### src/rtl/spsc_ram.sv
// Generic single-clock RAM, one write port and one read port, registered read.
// No package dependencies.
`default_nettype none

module spsc_ram #(
	parameter int WIDTH = 8,
	parameter int DEPTH = 16
) (
	input  wire logic                     clk,
	input  wire logic                     wr_en,
	input  wire logic [$clog2(DEPTH)-1:0] wr_addr,
	input  wire logic [WIDTH-1:0]         wr_data,
	input  wire logic                     rd_en,
	input  wire logic [$clog2(DEPTH)-1:0] rd_addr,
	output logic      [WIDTH-1:0]         rd_data
);

	logic [WIDTH-1:0] mem [DEPTH];

	always_ff @(posedge clk) begin
		if (wr_en) begin
			mem[wr_addr] <= wr_data;
		end
		if (rd_en) begin
			rd_data <= mem[rd_addr];
		end
	end

endmodule

`default_nettype wire

### config.mk
export PLATFORM = sky130hd
export DESIGN_NAME = spsc_ram
export DESIGN_NICKNAME = d
export VERILOG_FILES = /design/src/rtl/spsc_ram.sv
export SDC_FILE = /design/constraint.sdc
export NUM_CORES = 1
export LEC_CHECK = 0
export BUFFER_PORTS_ARGS = -buffer_cell sky130_fd_sc_hd__buf_4
export CAP_MARGIN = 5
export CORE_UTILIZATION = 54
export CTS_CLUSTER_SIZE = 14
export DETAILED_ROUTE_END_ITERATION = 16
export MAX_ROUTING_LAYER = met4
export PLACE_DENSITY = 0.74
export SLEW_MARGIN = 25
export SYNTH_ARGS = -nofsm -noshare
export SYNTH_HDL_FRONTEND = slang
export SYNTH_SLANG_ARGS = --single-unit
### constraint.sdc
create_clock -name clk -period 1.7 [get_ports clk]
set_input_delay 0.085 -clock clk [delete_from_list [all_inputs] [get_ports clk]]
set_output_delay 0.085 -clock clk [all_outputs]
set_load 0.005 [all_outputs]
==> results of run 1 <==
==> power breakdown <==
group / leakage, nW / switching, W / internal (W) / total [W]
combinational: 0.658 / 0.000200 / 0.000186 / 0.000386
clock: 0.273 / 0.00142 / 0.00211 / 0.00353
sequential: 1.24 / 0.0000212 / 0.00378 / 0.00380
==> path summary, 6_finish.rpt <==
check	from	end	slack [ns]	cells after the start
min reg2reg	mem[11][4]	rd_data[4]	0.76	3
max	mem[4][7]	rd_data[7]	0.11	3
min	wr_addr[0]	mem[4][0]	0.09	3
max reg2reg	mem[4][7]	rd_data[7]	0.11	3
==> synthesized netlist by cell type, drive strengths merged, types with 2 or more instances <==
cell type	n
mux4	32
nor3	4
nand3b	2
buf	7
nand2b	2
edfxtp	136
clkdlybuf4s25	3
nor2	13
a22oi	16
nand2	9
==> per-stage QoR <==
| stage | setup slack [ns] | hold slack [ns] | power [W] |
|---|---|---|---|
| 3_5_place_dp | -0.00961 | 0.377 | 0.00424 |
| 3_3_place_gp | 0.0215 | 0.386 | 0.00422 |
| 6_report | 0.106 | 0.0905 | 0.00772 |
| 5_1_grt | 0.0447 | 0.0980 | 0.00792 |
| 2_1_floorplan | 0.122 | 0.184 | 0.00405 |
| 4_1_cts | 0.103 | 0.0714 | 0.00777 |
==> cell families after synthesis <==
family	after synthesis	synth area share [%]
AO/OA/AOI/OAI	16	2.30
buffers and inverters	10	1.65
flip-flops	136	78.1
multiplexers	32	14.8
AND/OR/NAND/NOR	35	3.14
==> worst reg2reg max path, cell delays in order (launching register included) <==
cell	delay, ns
edfxtp_1	0.41
mux4_2	0.49
a22oi_1	0.26
nand2_1	0.16
==> flip-flops by register name (all words and copies together) (netlist names) <==
register,flops
mem,128
rd_data,8
==> layer usage <==
layer | vias to the layer above | global-route usage [%] | share of wire [%]
li1 | 1119 | - | -
met1 | 1270 | 29.9 | 39
met2 | 119 | 36.9 | 53
met3 | 5 | 5.43 | 7.5
met4 | 0 | 9.14 | 0.58
met5 | - | - | 0
==> area by class of cell <==
class,count,area [um^2],area share (%)
multi-input cells,83,1060,16.6
clock inverters,15,165,2.60
repair buffers,57,475,7.48
well taps,129,161,2.54
clock buffers,17,414,6.51
flip-flops and latches,136,4080,64.2
==> flow_summary.yaml, run 1 <==
grt:
  grt_pass1_vias: 2649
  grt_max_degree: 18
  antenna_found_initial: 0
  grt_pass1_wl_mm: 15.3
  grt_util_all_layers_pct: 23.4
  grt-ovfl-total: 0
synthesis:
  syn_inst: 229
  synth_fp_nets: 248
  synth_edf_count: 136
  syn-cell-area_um2: 5230
  yosysWarnings: 0
  synth-main-ff-cell: "edfxtp_1"
  ys_seq_elements: 136
  synth_area_leaders: "edfxtp_1 (78%), mux4_2 (7.8%), mux4_1 (7.0%)"
  yosys.area.top_type: "edfxtp_1"
  synth_cell_types: 18
  synth_top_area_share_pct: 78.1
  synth_area_per_cell_um2: 22.8
  synth-seq-area-share_pct: 78.1
  async_flop_share_pct: 0
timing:
  tightest_slew_ns: 0.381
  max_slew_margin_pct: 74.6
  drv_slew: 0
  min_period_ns: 1.59
  fmax_ghz: 0.627
  finalClockSkew_ns: 0.00569
  rsz0062_at_grt: "no"
  setup_tns_ns: 0
  finalHoldViolCount: 0
  finalCritPeriodShare_pct: 93.8
  finalSetupViolCount: 0
flow_run:
  maxCapViolCount: 0
place:
  place_area_um2: 5690
  place_inst: 396
  numPortBuffers: 26
  gp_congestion: 0.746
  hpwlAfterDp_mm: 6.14
critical_path:
  crit_type: "reg -> reg"
  critical_path.top_delay_family: "multiplexers"
  crit_path_start_kind: "flop"
  crit_slowest_cell: "mux4_2"
  endpoint_kind: "flop"
  cp_num_buf_inv: 0
  max_stage_delay_ns: 0.49
  path_max_fanout: 1
  crit_arrival_ns: 1.83
  critPathRequiredTime_ns: 1.93
  worstPathCellList: "mux4_2, a22oi_1, nand2_1"
clock_network:
  clockRootBuffer: "clkbuf_8"
  cts_sinks: 136
  post_cts_buffers: 0
  clockBufferDepth: 2
  clkLatencyLatePin_ns: 0.51
  cts.clk_slew.worst_paths_ns: 0.06
  cts_buffers: 17
  htree_levels: 4
  ctsResizeCount: 0
  holdBufCountCts: 9
  cts_tree: "built"
finish:
  drive_gt1_share_pct: 32.1
  final_common_cell: "edfxtp_1"
  num-nets-final: 314
  design_area_um2: 6360
  utilization_pct: 68.2
  instances_no_fill: 437
  fillers: 564
  syn2layout_area_growth_pct: 21.6
  final_cell_mix: "edfxtp_1 (136), buf_4 (46), mux4_2 (18)"
  diodes: 0
drt:
  routed-via-count: 2513
  via_per_inst: 5.75
  drt_wl_total_mm: 10.2
  drt_iter0_drc: 257
  wire_per_inst_um: 23.3
  drc: 0
  drtAntennaViolNets: 0
  dr.pass1.iters: 4
die:
  die_y_um: 100
  dieArea_um2: 10100
  pin_count: 27
  start_util_pct: 56.0
  core_um2: 9330
  rows: 35
  die_x_um: 100
min_path:
  hold_path.class: "in -> reg"
pwr:
  power.leakage_nw: 2.17
  powerDensity_nw_per_um2: 1210
  ir_drop_uv: 811
run_status:
  status: "finished, final reports clean"
Note: power is estimated with default switching activity, not from simulation.
==> run 2, diff against run 1 <==
PLACE_DENSITY = default   (was 0.74)
PLACE_DENSITY_LB_ADDON = 0.3   (was default)
==> flow_summary.yaml, run 2 (synthesis gave the netlist of run 1 again) <==
timing:
  fmax_ghz: 0.635
  setup_tns_ns: 0
  finalHoldViolCount: 0
  tightest_slew_ns: 0.365
  rsz0062_at_grt: "no"
  finalCritPeriodShare_pct: 92.7
  finalSetupViolCount: 0
  finalClockSkew_ns: 0.00574
  setup_ws_ns: 0.124
  drv_slew: 0
  max_slew_margin_pct: 75.7
  min_period_ns: 1.58
drt:
  drtAntennaViolNets: 0
  wl_met2_mm: 4.98
  routed-via-count: 2499
  wire_per_inst_um: 21.6
  drt_wl_total_mm: 9.44
  drt-met1-wl_mm: 3.76
  drc: 0
  dr.pass1.iters: 5
  wl_met3_um: 548
  routed.top_layer: "met4"
  drt_iter0_drc: 188
  via_per_inst: 5.73
critical_path:
  critPathRequiredTime_ns: 1.95
  critical_path.top_delay_family: "multiplexers"
  r2r-start: "mem[2][3]"
  endpoint_kind: "flop"
  max_stage_delay_ns: 0.51
  crit_arrival_ns: 1.82
  crit_slowest_cell: "mux4_1"
  crit_path_start_kind: "flop"
  path_max_fanout: 1
  cp-startpoint: "mem[2][3]"
  cp_num_buf_inv: 0
  crit_type: "reg -> reg"
  worstPathCellList: "mux4_1, a22oi_1, nand2_1"
die:
  die_x_um: 100
  start_util_pct: 56.0
  dieArea_um2: 10100
  core_um2: 9330
  pin_count: 27
  rows: 35
  die_y_um: 100
finish:
  final_cell_mix: "edfxtp_1 (136), buf_4 (46), mux4_2 (18)"
  fillers: 597
  largest_reg_flops: 128
  syn2layout_area_growth_pct: 20.6
  largest-register: "mem"
  final_common_cell: "edfxtp_1"
  instances_no_fill: 436
  num-nets-final: 315
  drive_gt1_share_pct: 30.0
  utilization_pct: 67.6
  largest_registers: "mem x128, rd_data x8"
  diodes: 0
clock_network:
  cts_sinks: 136
  cts.clk_slew.worst_paths_ns: 0.06
  clkLatencyLatePin_ns: 0.50
  clockRootBuffer: "clkbuf_8"
  ctsResizeCount: 0
  cts_tree: "built"
  cts_buffers: 17
  clockBufferDepth: 2
  htree_levels: 4
pwr:
  powerDensity_nw_per_um2: 1160
  power.leakage_nw: 2.14
  ir_drop_uv: 709
place:
  pre_cts_ws_ns: 0.0701
  place_inst: 397
  numPortBuffers: 26
  gp_congestion: 0.716
  hpwlAfterDp_mm: 6.17
grt:
  grt_pass1_wl_mm: 14.5
  grt_max_degree: 17
  antenna_found_initial: 0
  grt_util_all_layers_pct: 22.0
  grt_pass1_vias: 2590
  grt-ovfl-total: 0
min_path:
  min_from: "wr_addr[0]"
  hold_path.class: "in -> reg"
run_status:
  status: "finished, final reports clean"
flow_run:
  maxCapViolCount: 0
==> run 2: worst register-to-register path, cell delays in order (launching register included) <==
cell and delay, ns:
edfxtp_1 0.37, mux4_1 0.51, a22oi_1 0.33, nand2_1 0.10
==> run 2: per-stage QoR <==
step	area, um^2	power (W)	hold WS (ns)
after floorplan	5230	0.00405	0.184
after global placement	5710	0.00423	0.390
after detailed placement	5710	0.00424	0.386
after CTS	6300	0.00735	0.0770
after global routing	6300	0.00751	0.0893
final	6300	0.00729	0.0959
==> run 2: power breakdown <==
part	leakage [nW]	switching, W	internal [W]
combinational	0.667	0.000193	0.000191
clock	0.236	0.00122	0.00189
sequential	1.24	0.0000220	0.00378
total	2.14	0.00143	0.00586
==> run 2: worst paths after layout <==
check               endpoint  slack (ns)  depth (start not counted)
setup / recovery  rd_data[3]        0.12                          3
hold reg to reg   rd_data[2]        0.76                          3
hold / removal     mem[0][1]         0.1                          3
setup reg to reg  rd_data[3]        0.12                          3
==> run 2: metal layers <==
metal,vias up,global-route usage [%]
met5,-,-
li1,1119,-
met3,9,6.55
met4,0,8.58
met1,1276,27.4
met2,95,34.6
==> run 2: final cells by class <==
cell class	instances	area, um^2	share of cell area (%)
clock buffer	19	422	6.69
sequential	136	4080	64.8
clock inverter	11	85.1	1.35
multi-input combinational	83	1060	16.8
tap	129	161	2.56
timing repair buffer	58	495	7.86
==> run 2: what timing repair did <==
item / CTS / global route
endpoints found under the hold margin: 136 / 0
hold buffers: 9 / 0
setup buffers: 0 / 0
